### src/design/setq_pkg.sv
`timescale 1ns / 1ps
// ----------------------------------------------------------------------------
// setq_pkg: shared types and constants for the sorted expiry timer queue.
// Holds request and status codes, table sizing and the front-to-back command.
// ----------------------------------------------------------------------------
package setq_pkg;

  localparam int Depth    = 16;
  localparam int IdW      = 4;
  localparam int CntW     = 5;
  localparam int TimeW    = 32;
  localparam int CmdDepth = 2;

  typedef enum logic [1:0] {
    REQ_ADD    = 2'd0,
    REQ_ADJUST = 2'd1,
    REQ_DELETE = 2'd2,
    REQ_TICK   = 2'd3
  } req_t;

  typedef enum logic [2:0] {
    ST_OK     = 3'd0,
    ST_FULL   = 3'd1,
    ST_ABSENT = 3'd2,
    ST_DUP    = 3'd3,
    ST_NONE   = 3'd4
  } status_t;

  // One accepted request as the front hands it to the back.
  typedef struct packed {
    logic [1:0]       req;
    logic [IdW-1:0]   id;
    logic [TimeW-1:0] exp_t;
    logic [TimeW-1:0] now;
  } cmd_t;

  typedef struct packed {
    logic [2:0]     status;
    logic           is_expiry;
    logic [IdW-1:0] expired_id;
    logic           last;
  } res_t;

  typedef enum logic [2:0] {
    S_IDLE,
    S_FIND,
    S_REMOVE,
    S_SEARCH,
    S_INSERT,
    S_TICK,
    S_EMIT
  } bstate_t;

endpackage

### src/design/setq_front.sv
`timescale 1ns / 1ps
// ----------------------------------------------------------------------------
// setq_front: request intake.
// Registers accepted requests into a small command queue for the engine.
// ----------------------------------------------------------------------------
module setq_front import setq_pkg::*; (
  input  logic             clk,
  input  logic             rst_n,
  input  logic             push,
  output logic             full,
  input  cmd_t             cmd_in,
  output logic             cmd_valid,
  input  logic             cmd_take,
  output cmd_t             cmd_out
);

  cmd_t       q_r [CmdDepth];
  logic       wp_r, rp_r;
  logic [1:0] cnt_r, cnt_nxt;
  logic       do_push, do_pop;

  assign full      = (cnt_r == 2'(CmdDepth));
  assign cmd_valid = (cnt_r != 2'd0);
  assign cmd_out   = q_r[rp_r];
  assign do_push   = push && !full;
  assign do_pop    = cmd_take && cmd_valid;

  always_comb begin
    cnt_nxt = cnt_r + 2'(do_push) - 2'(do_pop);
  end

  always_ff @(posedge clk) begin
    if (!rst_n) begin
      wp_r  <= 1'b0;
      rp_r  <= 1'b0;
      cnt_r <= 2'd0;
    end else begin
      cnt_r <= cnt_nxt;
      if (do_push) wp_r <= ~wp_r;
      if (do_pop)  rp_r <= ~rp_r;
    end
  end

  always_ff @(posedge clk) begin
    if (do_push) q_r[wp_r] <= cmd_in;
  end

`ifndef NO_ASSERTIONS
  a_cnt_range: assert property (@(posedge clk) disable iff (!rst_n)
    cnt_r <= 2'(CmdDepth)) else $error("command queue count overflow");
  a_no_pop_empty: assert property (@(posedge clk) disable iff (!rst_n)
    (cnt_r == 2'd0) |=> (cnt_r <= 2'd1)) else $error("command queue underflow");
  a_push_grows: assert property (@(posedge clk) disable iff (!rst_n)
    (do_push && !do_pop) |=> (cnt_r == $past(cnt_r) + 2'd1))
    else $error("command queue lost a push");
`endif

endmodule

### src/design/setq_back.sv
`timescale 1ns / 1ps
// ----------------------------------------------------------------------------
// setq_back: timer list engine.
// Walks the ordered list one entry per cycle to find and place timers, removes
// and expires timers, and hands results to a two-entry output queue.
// ----------------------------------------------------------------------------
module setq_back import setq_pkg::*; (
  input  logic clk,
  input  logic rst_n,
  input  logic cmd_valid,
  input  cmd_t cmd,
  output logic cmd_take,
  output logic res_empty,
  input  logic res_pop,
  output res_t res_out
);

  localparam int PosW = $clog2(Depth);

  logic [Depth-1:0] valid_r;
  logic [TimeW-1:0] expiry_r [Depth];
  logic [IdW-1:0]   order_r  [Depth];
  logic [CntW-1:0]  count_r;

  bstate_t          state_r, state_nxt;
  cmd_t             cur_r;
  logic [CntW-1:0]  pos_r, pos_nxt;
  logic             tick_any_r;

  // output queue
  res_t       oq_r [2];
  logic       owp_r, orp_r;
  logic [1:0] ocnt_r;
  logic       o_push, o_pop;
  res_t       o_data;

  // engine actions
  logic             take_now;
  logic             shift_left, shift_right;
  logic [CntW-1:0]  shift_pos;
  logic             write_id;
  logic             valid_clr, valid_set, exp_wr;
  logic [IdW-1:0]   head_id;
  logic [PosW-1:0]  pos_ix;
  logic [IdW-1:0]   cur_id;

  assign pos_ix   = pos_r[PosW-1:0];
  assign head_id  = order_r[0];
  assign cur_id   = cur_r.id;
  assign o_pop    = res_pop && !res_empty;
  assign res_empty = (ocnt_r == 2'd0);
  assign res_out  = oq_r[orp_r];
  assign cmd_take = take_now;

  always_comb begin
    state_nxt   = state_r;
    pos_nxt     = pos_r;
    take_now    = 1'b0;
    shift_left  = 1'b0;
    shift_right = 1'b0;
    shift_pos   = pos_r;
    write_id    = 1'b0;
    valid_clr   = 1'b0;
    valid_set   = 1'b0;
    exp_wr      = 1'b0;
    o_push      = 1'b0;
    o_data      = '{status: ST_OK, is_expiry: 1'b0, expired_id: '0, last: 1'b1};
    unique case (state_r)
      S_IDLE: begin
        if (cmd_valid && ocnt_r == 2'd0) begin
          take_now  = 1'b1;
          pos_nxt   = '0;
          unique case (req_t'(cmd.req))
            REQ_TICK:   state_nxt = S_TICK;
            REQ_ADD: begin
              if (valid_r[cmd.id]) begin
                o_push = 1'b1; o_data.status = ST_DUP;
              end else if (count_r >= CntW'(Depth)) begin
                o_push = 1'b1; o_data.status = ST_FULL;
              end else begin
                state_nxt = S_SEARCH;
              end
            end
            default: begin
              if (!valid_r[cmd.id]) begin
                o_push = 1'b1; o_data.status = ST_ABSENT;
              end else begin
                state_nxt = S_FIND;
              end
            end
          endcase
        end
      end
      S_FIND: begin
        if (order_r[pos_ix] == cur_id || pos_r + 1'b1 >= count_r) begin
          state_nxt = S_REMOVE;
        end else begin
          pos_nxt = pos_r + 1'b1;
        end
      end
      S_REMOVE: begin
        shift_left = 1'b1;
        pos_nxt    = '0;
        if (req_t'(cur_r.req) == REQ_DELETE) begin
          valid_clr = 1'b1;
          o_push    = 1'b1;
          state_nxt = S_IDLE;
        end else begin
          exp_wr    = 1'b1;
          state_nxt = S_SEARCH;
        end
      end
      S_SEARCH: begin
        // first visit for an add writes the slot
        if (req_t'(cur_r.req) == REQ_ADD && pos_r == '0) begin
          valid_set = 1'b1;
          exp_wr    = 1'b1;
        end
        if (pos_r < count_r && expiry_r[order_r[pos_ix]] <= cur_r.exp_t) begin
          pos_nxt = pos_r + 1'b1;
        end else begin
          state_nxt = S_INSERT;
        end
      end
      S_INSERT: begin
        shift_right = 1'b1;
        write_id    = 1'b1;
        o_push      = 1'b1;
        state_nxt   = S_IDLE;
      end
      S_TICK: begin
        if (count_r != '0 && cur_r.now >= expiry_r[head_id]) begin
          state_nxt = S_EMIT;
        end else begin
          if (!tick_any_r) begin
            o_push = 1'b1;
            o_data.status = ST_NONE;
          end
          state_nxt = (tick_any_r && ocnt_r == 2'd2) ? S_TICK : S_IDLE;
          if (tick_any_r) begin
            // close the run: the last expiry result already carries the last flag
            state_nxt = S_IDLE;
          end
        end
      end
      S_EMIT: begin
        // emit head; last flag set when next head will not expire
        if (ocnt_r != 2'd2) begin
          o_push = 1'b1;
          o_data.is_expiry  = 1'b1;
          o_data.expired_id = head_id;
          o_data.last = !(count_r > CntW'(1) && cur_r.now >= expiry_r[order_r[1]]);
          shift_left = 1'b1;
          shift_pos  = '0;
          valid_clr  = 1'b1;
          state_nxt  = S_TICK;
        end
      end
      default: state_nxt = S_IDLE;
    endcase
  end

  always_ff @(posedge clk) begin
    if (!rst_n) begin
      state_r    <= S_IDLE;
      valid_r    <= '0;
      count_r    <= '0;
      pos_r      <= '0;
      tick_any_r <= 1'b0;
      owp_r      <= 1'b0;
      orp_r      <= 1'b0;
      ocnt_r     <= 2'd0;
    end else begin
      state_r <= state_nxt;
      pos_r   <= pos_nxt;
      if (take_now) tick_any_r <= 1'b0;
      else if (state_r == S_EMIT && o_push) tick_any_r <= 1'b1;
      if (valid_clr) valid_r[(state_r == S_EMIT) ? head_id : cur_id] <= 1'b0;
      if (valid_set) valid_r[cur_id] <= 1'b1;
      count_r <= count_r - CntW'(shift_left) + CntW'(shift_right);
      ocnt_r  <= ocnt_r + 2'(o_push) - 2'(o_pop);
      if (o_push) owp_r <= ~owp_r;
      if (o_pop)  orp_r <= ~orp_r;
    end
  end

  always_ff @(posedge clk) begin
    if (take_now) cur_r <= cmd;
    if (exp_wr) expiry_r[cur_id] <= cur_r.exp_t;
    if (o_push) oq_r[owp_r] <= o_data;
    for (int i = 0; i < Depth; i++) begin
      if (shift_left && CntW'(i) >= shift_pos && i + 1 < Depth) begin
        order_r[i] <= order_r[i + 1];
      end
      if (shift_right && CntW'(i) > pos_r) begin
        order_r[i] <= order_r[i - 1];
      end
      if (write_id && CntW'(i) == pos_r) begin
        order_r[i] <= cur_id;
      end
    end
  end

`ifndef NO_ASSERTIONS
  a_count_range: assert property (@(posedge clk) disable iff (!rst_n)
    count_r <= CntW'(Depth)) else $error("entry count out of range");
  a_oq_range: assert property (@(posedge clk) disable iff (!rst_n)
    ocnt_r <= 2'd2) else $error("result queue overflow");
  a_take_idle: assert property (@(posedge clk) disable iff (!rst_n)
    take_now |-> (state_r == S_IDLE && cmd_valid))
    else $error("command taken while busy");
  a_insert_room: assert property (@(posedge clk) disable iff (!rst_n)
    shift_right |-> (count_r < CntW'(Depth))) else $error("insert into full list");
`endif

endmodule

### src/design/sorted_expiry_timer_queue_top.sv
`timescale 1ns / 1ps
// ----------------------------------------------------------------------------
// sorted_expiry_timer_queue_top: sorted timer list with queue-style ports.
// Keeps up to 16 timers, one per id, ordered by ascending expiry.
// ----------------------------------------------------------------------------
// Usage:
// The request channel is a queue write side: a beat moves when in_push is
// high and in_full is low. Each beat carries a request kind, a timer id,
// an expiry time and the current time.
// The result channel is a queue read side: while out_empty is low the oldest
// result sits on the out_ ports, and it moves when out_pop is high.
// Add, adjust and delete each give one result. A tick gives one result per
// expired timer, in expiry order, or one "nothing expired" result.
// The front registers requests in a two-entry command queue, so requests can
// be accepted while the engine works. The engine walks the ordered list one
// entry per cycle to find or place a timer: an add searches for its place and
// inserts, an adjust finds and removes the entry then searches and inserts,
// a delete finds and removes it, and a tick expires timers from the head.
// Results wait in a two-entry queue; when the receiver stalls the engine
// pauses a tick walk and holds new requests until the queue drains.
// Reset (rst_n low, synchronous) empties the list and all queues.
// ----------------------------------------------------------------------------
module sorted_expiry_timer_queue_top import setq_pkg::*; (
  input  logic                clk,
  input  logic                rst_n,
  input  logic                in_push,
  output logic                in_full,
  input  logic [1:0]          in_req_type,
  input  logic [IdW-1:0]      in_timer_id,
  input  logic [TimeW-1:0]    in_expire_time,
  input  logic [TimeW-1:0]    in_now_time,
  output logic                out_empty,
  input  logic                out_pop,
  output logic [2:0]          out_status,
  output logic                out_is_expiry,
  output logic [IdW-1:0]      out_expired_id,
  output logic                out_last_result
);

  cmd_t cmd_in, cmd_q;
  logic cmd_valid, cmd_take;
  res_t res;

  assign cmd_in = '{req: in_req_type, id: in_timer_id,
                    exp_t: in_expire_time, now: in_now_time};

  setq_front u_front (
    .clk(clk), .rst_n(rst_n), .push(in_push), .full(in_full),
    .cmd_in(cmd_in), .cmd_valid(cmd_valid), .cmd_take(cmd_take),
    .cmd_out(cmd_q)
  );

  setq_back u_back (
    .clk(clk), .rst_n(rst_n), .cmd_valid(cmd_valid), .cmd(cmd_q),
    .cmd_take(cmd_take), .res_empty(out_empty), .res_pop(out_pop),
    .res_out(res)
  );

  assign out_status      = res.status;
  assign out_is_expiry   = res.is_expiry;
  assign out_expired_id  = res.expired_id;
  assign out_last_result = res.last;

`ifndef NO_ASSERTIONS
  a_exp_id_zero: assert property (@(posedge clk) disable iff (!rst_n)
    (!out_empty && !out_is_expiry) |-> (out_expired_id == '0))
    else $error("nonzero id on non-expiry result");
  a_nonexp_last: assert property (@(posedge clk) disable iff (!rst_n)
    (!out_empty && !out_is_expiry) |-> out_last_result)
    else $error("non-expiry result not last");
  a_hold: assert property (@(posedge clk) disable iff (!rst_n)
    (!out_empty && !out_pop) |=> (!out_empty && $stable(out_status)))
    else $error("result changed while stalled");
`endif

endmodule
### config.mk
export PLATFORM = sky130hd
export DESIGN_NAME = sorted_expiry_timer_queue_top
export DESIGN_NICKNAME = d
export VERILOG_FILES = /design/src/design/setq_pkg.sv /design/src/design/setq_front.sv /design/src/design/setq_back.sv /design/src/design/sorted_expiry_timer_queue_top.sv
export SDC_FILE = /design/constraint.sdc
export NUM_CORES = 1
export LEC_CHECK = 0
export BUFFER_PORTS_ARGS = -buffer_cell sky130_fd_sc_hd__buf_2
export CELL_PAD_IN_SITES_DETAIL_PLACEMENT = 0
export CELL_PAD_IN_SITES_GLOBAL_PLACEMENT = 1
export CORE_UTILIZATION = 40
export CTS_BUF_LIST = sky130_fd_sc_hd__clkbuf_2 sky130_fd_sc_hd__clkbuf_4 sky130_fd_sc_hd__clkbuf_8
export CTS_CLUSTER_DIAMETER = 80
export DETAILED_ROUTE_END_ITERATION = 8
export GPL_TIMING_DRIVEN = 1
export PLACE_DENSITY = 0.64
export SLEW_MARGIN = 25
export SYNTH_ARGS = -nofsm -noshare
export SYNTH_HDL_FRONTEND = slang
export SYNTH_SLANG_ARGS = --single-unit
### constraint.sdc
create_clock -name clk -period 9.4 [get_ports clk]
set_input_delay 1.88 -clock clk [delete_from_list [all_inputs] [get_ports clk]]
set_output_delay 1.88 -clock clk [all_outputs]
set_load 0.05 [all_outputs]
Word level (Yosys, flattened, before mapping)
Memory sizes are Yosys's and may differ from the RTL's. A register that Yosys moved wholly into a read port is not among the register bits.
Cells that the tools add are included.
{"block": "totals", "input_bits": 74, "mem_count": 4, "regBits": 108, "mem_bits_rw": 734, "wordCells": 413}
{"name": "u_back.expiry_r", "words": 16, "width": 32, "rd": 3, "rd_clocked_by_memory_dff": 0, "wr": 1, "line": "setq_back.sv:21", "rtl": "logic [TimeW-1:0] expiry_r [Depth];"}
{"name": "u_front.q_r", "words": 2, "width": 70, "rd": 1, "rd_clocked_by_memory_dff": 1, "wr": 1, "line": "setq_front.sv:17", "rtl": "cmd_t q_r [CmdDepth];"}
{"name": "u_back.order_r", "words": 16, "width": 4, "rd": 17, "rd_clocked_by_memory_dff": 1, "wr": 16, "line": "setq_back.sv:22", "rtl": "logic [IdW-1:0] order_r [Depth];"}
{"name": "u_back.oq_r", "words": 2, "width": 9, "rd": 1, "rd_clocked_by_memory_dff": 1, "wr": 1, "line": "setq_back.sv:31", "rtl": "res_t oq_r [2];"}
{"block": "classes", "eq_ne": 36, "bitwise": 39, "reduce_logical": 74, "n_mux": 195, "addsub": 7, "order_cmp": 43}
{"op": "2-to-1 mux 4 bit", "count": 34}
{"op": "2-to-1 mux 1 bit", "count": 122}
{"op": "greater-or-equal comparator 32 bit", "count": 2}
{"op": "logical AND 1 bit", "count": 59}
{"op": "2-to-1 mux 16 bit", "count": 3}
{"op": "2-to-1 mux 3 bit", "count": 14}
{"op": "== test 4 x 5 -> 1 bit (first input constant)", "count": 8}
{"op": "> comparator 4 x 5 -> 1 bit (first input constant)", "count": 8}
{"op": "greater-or-equal comparator 4 x 5 -> 1 bit (first input constant)", "count": 7}
{"op": "<= comparator 32 bit", "count": 1}
{"op": "OR 1 bit", "count": 31}
{"op": "2-to-1 mux 5 bit", "count": 5}
{"op": "== test 3 x 5 -> 1 bit (first input constant)", "count": 4}
{"op": "greater-or-equal comparator 3 x 5 -> 1 bit (first input constant)", "count": 4}
{"op": "> comparator 3 x 5 -> 1 bit (first input constant)", "count": 4}
{"op": "case mux 5 bit (4 select lines)", "count": 1}
{"op": "case mux 3 bit (2 select lines)", "count": 3}
{"op": "case mux 3 bit (6 select lines)", "count": 1}
{"op": "AND 16 bit", "count": 1}
{"op": "inverter 16 bit", "count": 1}
{"op": "OR 16 bit", "count": 1}
{"op": "less-than comparator 4 x 5 -> 1 bit (second input constant)", "count": 3}
{"op": "2-to-1 mux 6 bit", "count": 2}
{"op": "== test 2 x 5 -> 1 bit (first input constant)", "count": 2}
{"op": "other kinds (41)", "count": 73}

Longest topological paths before layout
{"block": "logic_depth", "ltp_word": 12, "ltp_mapped": 23, "depth_no_buf": 19}

By module
Synthesis repeated with hierarchy kept, for this count alone.
{"block": "hier_totals", "cells_unflattened": 2591, "hier_area_um2": 44087.3}
{"mod": "setq_back", "seq_area_each_um2": 20719.9, "instances": 1, "area_each_um2": 38444.4, "cells_per_inst": 2346}
{"mod": "setq_front", "seq_area_each_um2": 4304.1, "instances": 1, "area_each_um2": 5642.9, "cells_per_inst": 245}

Least setup slack after synthesis
OpenSTA, ideal clock, no wires.
{"block": "synth_timing", "path_kind": "in2reg", "startpoint": "input port in_push", "endpoint": "memory u_front.q_r[0][0] (netlist name), enable pin", "arrival_time_ns": 4.900, "n_path_buf": 0, "setup_slack_ns": 4.000, "stages": 2, "setup_time_ns": 0.500, "cell_sequence": "nand2_1 nor2_1"}
{"block": "synth_between", "elab_chain_cells": 3}
{"item": "from (decl)", "line": "sorted_expiry_timer_queue_top.sv:26", "rtl": "input logic in_push,"}
{"item": "logical AND 1 bit", "line": "setq_front.sv:25", "rtl": "assign do_push = push && !full;"}
{"item": "2-to-1 mux 1 bit", "line": "setq_front.sv:45", "rtl": "if (do_push) q_r[wp_r] <= cmd_in;"}
{"item": "2-to-1 mux 1 bit (not written as such)", "line": "setq_front.sv:45"}
{"item": "to (decl)", "line": "setq_front.sv:17"}
No other way between the ends.

==> run metrics <==
crit path max fanout=69; Post-CTS Setup Inserts=0; final max-slew violation count=0; 1st-iter DRT viols=2618; Final Hold Fails=0; Yosys cell types=68; total global routing overflow=0; Area growth syn-to-layout=11.28%; outcome=completed; vias per cell=6.024; nets@finish=2976; GR Layer Usage met1=0.2998; Crit Path Class=flip-flop to flip-flop; Final ANT Viol Nets=0; min-delay worst type=flip-flop to flip-flop; DIE AREA=112200 um^2; IO Count=85; met2 Usage GRT=0.3904; clock network latency to the later pin of the worst-skew pair=850 ps; busiest grt layer=met2; wire per inst=29.05 um; CP required=9880 ps; H-tree Lvls=4; Slowest-stage cell, CP=buf_4; Critical Path Source Type=flip-flop; largest net degree at the start of global routing=135; antenna violations before repair=1; Leak Pwr=0.01678 uW; Chip Width=335.0 um; fmax=144.7 MHz; Final Skew=31.46 ps; CP arrival=7380 ps; row count=121; Clock Sinks=848; Max clock buf depth=3; worst hold margin=482.3 ps; Synthesized Nets=2864; Starting Density=0.4052; Tightest Pin Transition=1394 ps; Reg clk slew, reported paths=60 ps; via count of the first global-routing pass=27780; PwrDens=281.5 nW/um^2; CTS tree=yes; M3 GR Usage=0.03961; Seq/Total Area, Yosys=0.5642; Synth Warn #=0; TritonCTS Buffers=148; commonest non-fill, non-tap cells in the layout=edfxtp_1 (804), mux4_2 (459), clkbuf_8 (154), inv_1 (132), ha_1 (124); DR vias=26310; PostCTS Resize Cnt=0; max_cap viols=0; # port buffers=84; # fillers=9421; Worst setup EP type=flip-flop; cells along the critical path=buf_4 -> buf_4 -> buf_12 -> mux4_2 -> mux4_2 -> inv_1 -> ha_1 -> a21o_1 -> a21o_1 -> a21oi_1 -> o21ai_0 -> a2111oi_0 -> buf_4 -> o21ai_0 -> nand3_1 -> and2_1; Avg Inst Size Synth=16.64 um^2; share of layout cells above drive strength 1=0.3264; RSZ-0062 raised after global routing=no; min cycle time layout=6909 ps; CP peak stage delay=820 ps; count of final setup violators=0; setup TNS=0 ps; Tcrit/Tclk final=0.7350; Die Ht=335.0 um; Post-Syn Instances=2665; # DRC=0; Syn Std Cell Area=44350 um^2; Slew HR=0.07082; RD Place Congestion=0.8680; first-pass GRT wire length=186900 um; Global Route Usage Sum=0.2302; most common cell after layout, fill and taps aside=edfxtp_1; CTS Hold Bufs=0; drt pass-1 iters=5; main flop type after synthesis=edfxtp_1; drt total wl=126900 um; half-perimeter wire length after placement=74990 um; CP top delay family=buffers and inverters; worst path bufs/invs=5; Synth Register Bits=848; clock root buffer=clkbuf_8; Post-synth EDFFs=804; core area=109500 um^2; Synth async-reset ratio=0; most used cell along the critical path=buf_4; peak supply drop=0.0002630 V
layout make-up:
cell class              instances  area [um^2]  area share
clock buffers                 198         2450     0.04964
clock inverters                64        372.9    0.007555
flip-flops and latches        848        25030      0.5071
repair buffers                135        894.6     0.01813
multi-input cells            1509        18250      0.3697
well taps                    1476         1847     0.03742
inverters                     135        509.2     0.01032
diodes                          3        7.507   0.0001521
report_power, final:
group | switching (uW) | internal (uW) | total, uW
registers | 545 | 4910 | 5460
clock network | 1550 | 1730 | 3280
logic | 2930 | 2230 | 5160
total | 5020 | 8870 | 13900
through the flow:
step | setup WS (ps) | total power, uW | cells | instance area (um^2) | utilization
6_report | 2491 | 13890 | 4368 | 49350 | 0.4509
3_5_place_dp | 2343 | 10700 | 4103 | 46510 | 0.4249
4_1_cts | 2323 | 14030 | 4365 | 49340 | 0.4507
2_1_floorplan | 4000 | 8924 | 2665 | 44350 | -
5_1_grt | 2212 | 14600 | 4366 | 49350 | 0.4508
3_3_place_gp | 2276 | 10630 | 4103 | 46510 | 0.4249
Yosys cell counts, types with 4 or more instances:
| master | number | area, um^2 |
|---|---|---|
| o21a_1 | 7 | 52.55 |
| mux2_2 | 84 | 945.9 |
| a21oi_1 | 111 | 555.5 |
| mux2i_1 | 111 | 1111 |
| a21o_1 | 29 | 217.7 |
| mux4_2 | 459 | 10340 |
| o22ai_1 | 8 | 50.05 |
| buf_2 | 21 | 105.1 |
| nand2_1 | 118 | 442.9 |
| or3_1 | 4 | 25.02 |
| and3_1 | 10 | 62.56 |
| nor2b_1 | 47 | 294.0 |
| or2_2 | 4 | 25.02 |
| edfxtp_1 | 804 | 24140 |
| o21ai_0 | 67 | 335.3 |
| a31oi_1 | 8 | 50.05 |
| xnor2_1 | 9 | 78.83 |
| buf_1 | 27 | 101.4 |
| a211oi_1 | 34 | 255.2 |
| a21boi_0 | 19 | 142.6 |
| nor2_1 | 92 | 345.3 |
| dfxtp_1 | 44 | 880.8 |
| o211ai_1 | 4 | 30.03 |
| clkbuf_1 | 108 | 405.4 |
| nand2b_1 | 18 | 112.6 |
| buf_4 | 14 | 105.1 |
| and2_1 | 16 | 100.1 |
| nor3b_1 | 6 | 45.04 |
| ha_1 | 124 | 1551 |
| nand3_1 | 26 | 130.1 |
| nor3_1 | 9 | 45.04 |
| a22oi_1 | 11 | 82.58 |
| xor2_1 | 5 | 43.79 |
| nand4_1 | 23 | 143.9 |
| a222oi_1 | 4 | 40.04 |
| inv_1 | 133 | 499.2 |
cell families after synthesis:
family | after synthesis | synth area share
buffers and inverters | 308 | 0.02844
adder cells (fa/ha/maj) | 125 | 0.03543
multiplexers | 654 | 0.2795
AO/OA/AOI/OAI | 335 | 0.04833
XOR/XNOR | 14 | 0.002765
flip-flops | 848 | 0.5642
AND/OR/NAND/NOR | 381 | 0.04136
routing by layer:
layer / vias up / routed length (um)
met4: 0 / 3560
met3: 218 / 8081
met1: 13880 / 51240
met5: - / 0
met2: 1063 / 64020
li1: 11160 / -
path summary, 6_finish.rpt:
path                   startpoint                 end  slack [ps]  cells past startpoint
max          u_back.order_r[0][0]   u_back.oq_r[1][7]        2490                     16
min            u_back.valid_r[11]  u_back.valid_r[11]         480                      2
max reg2reg  u_back.order_r[0][0]   u_back.oq_r[1][7]        2490                     16
min reg2reg    u_back.valid_r[11]  u_back.valid_r[11]         480                      2
worst min-delay path, delay by kind of cell (launching register included):
kind               cells  cell delay (ps)
AOI/OAI and AO/OA      2              130
DFF                    1              300
state kept, by name (all words and copies together), names as in the netlist, 2 cells and up, named ones only:
name,count
u_back.count_r,5
u_back.cur_id,4
u_back.cur_r,66
u_back.expiry_r,512
u_back.ocnt_r,2
u_back.oq_r,18
u_back.order_r,64
u_back.pos_r,5
u_back.state_r,3
u_back.valid_r,16
u_front.cnt_r,2
u_front.q_r,140
(Power assumes the default switching activity.)
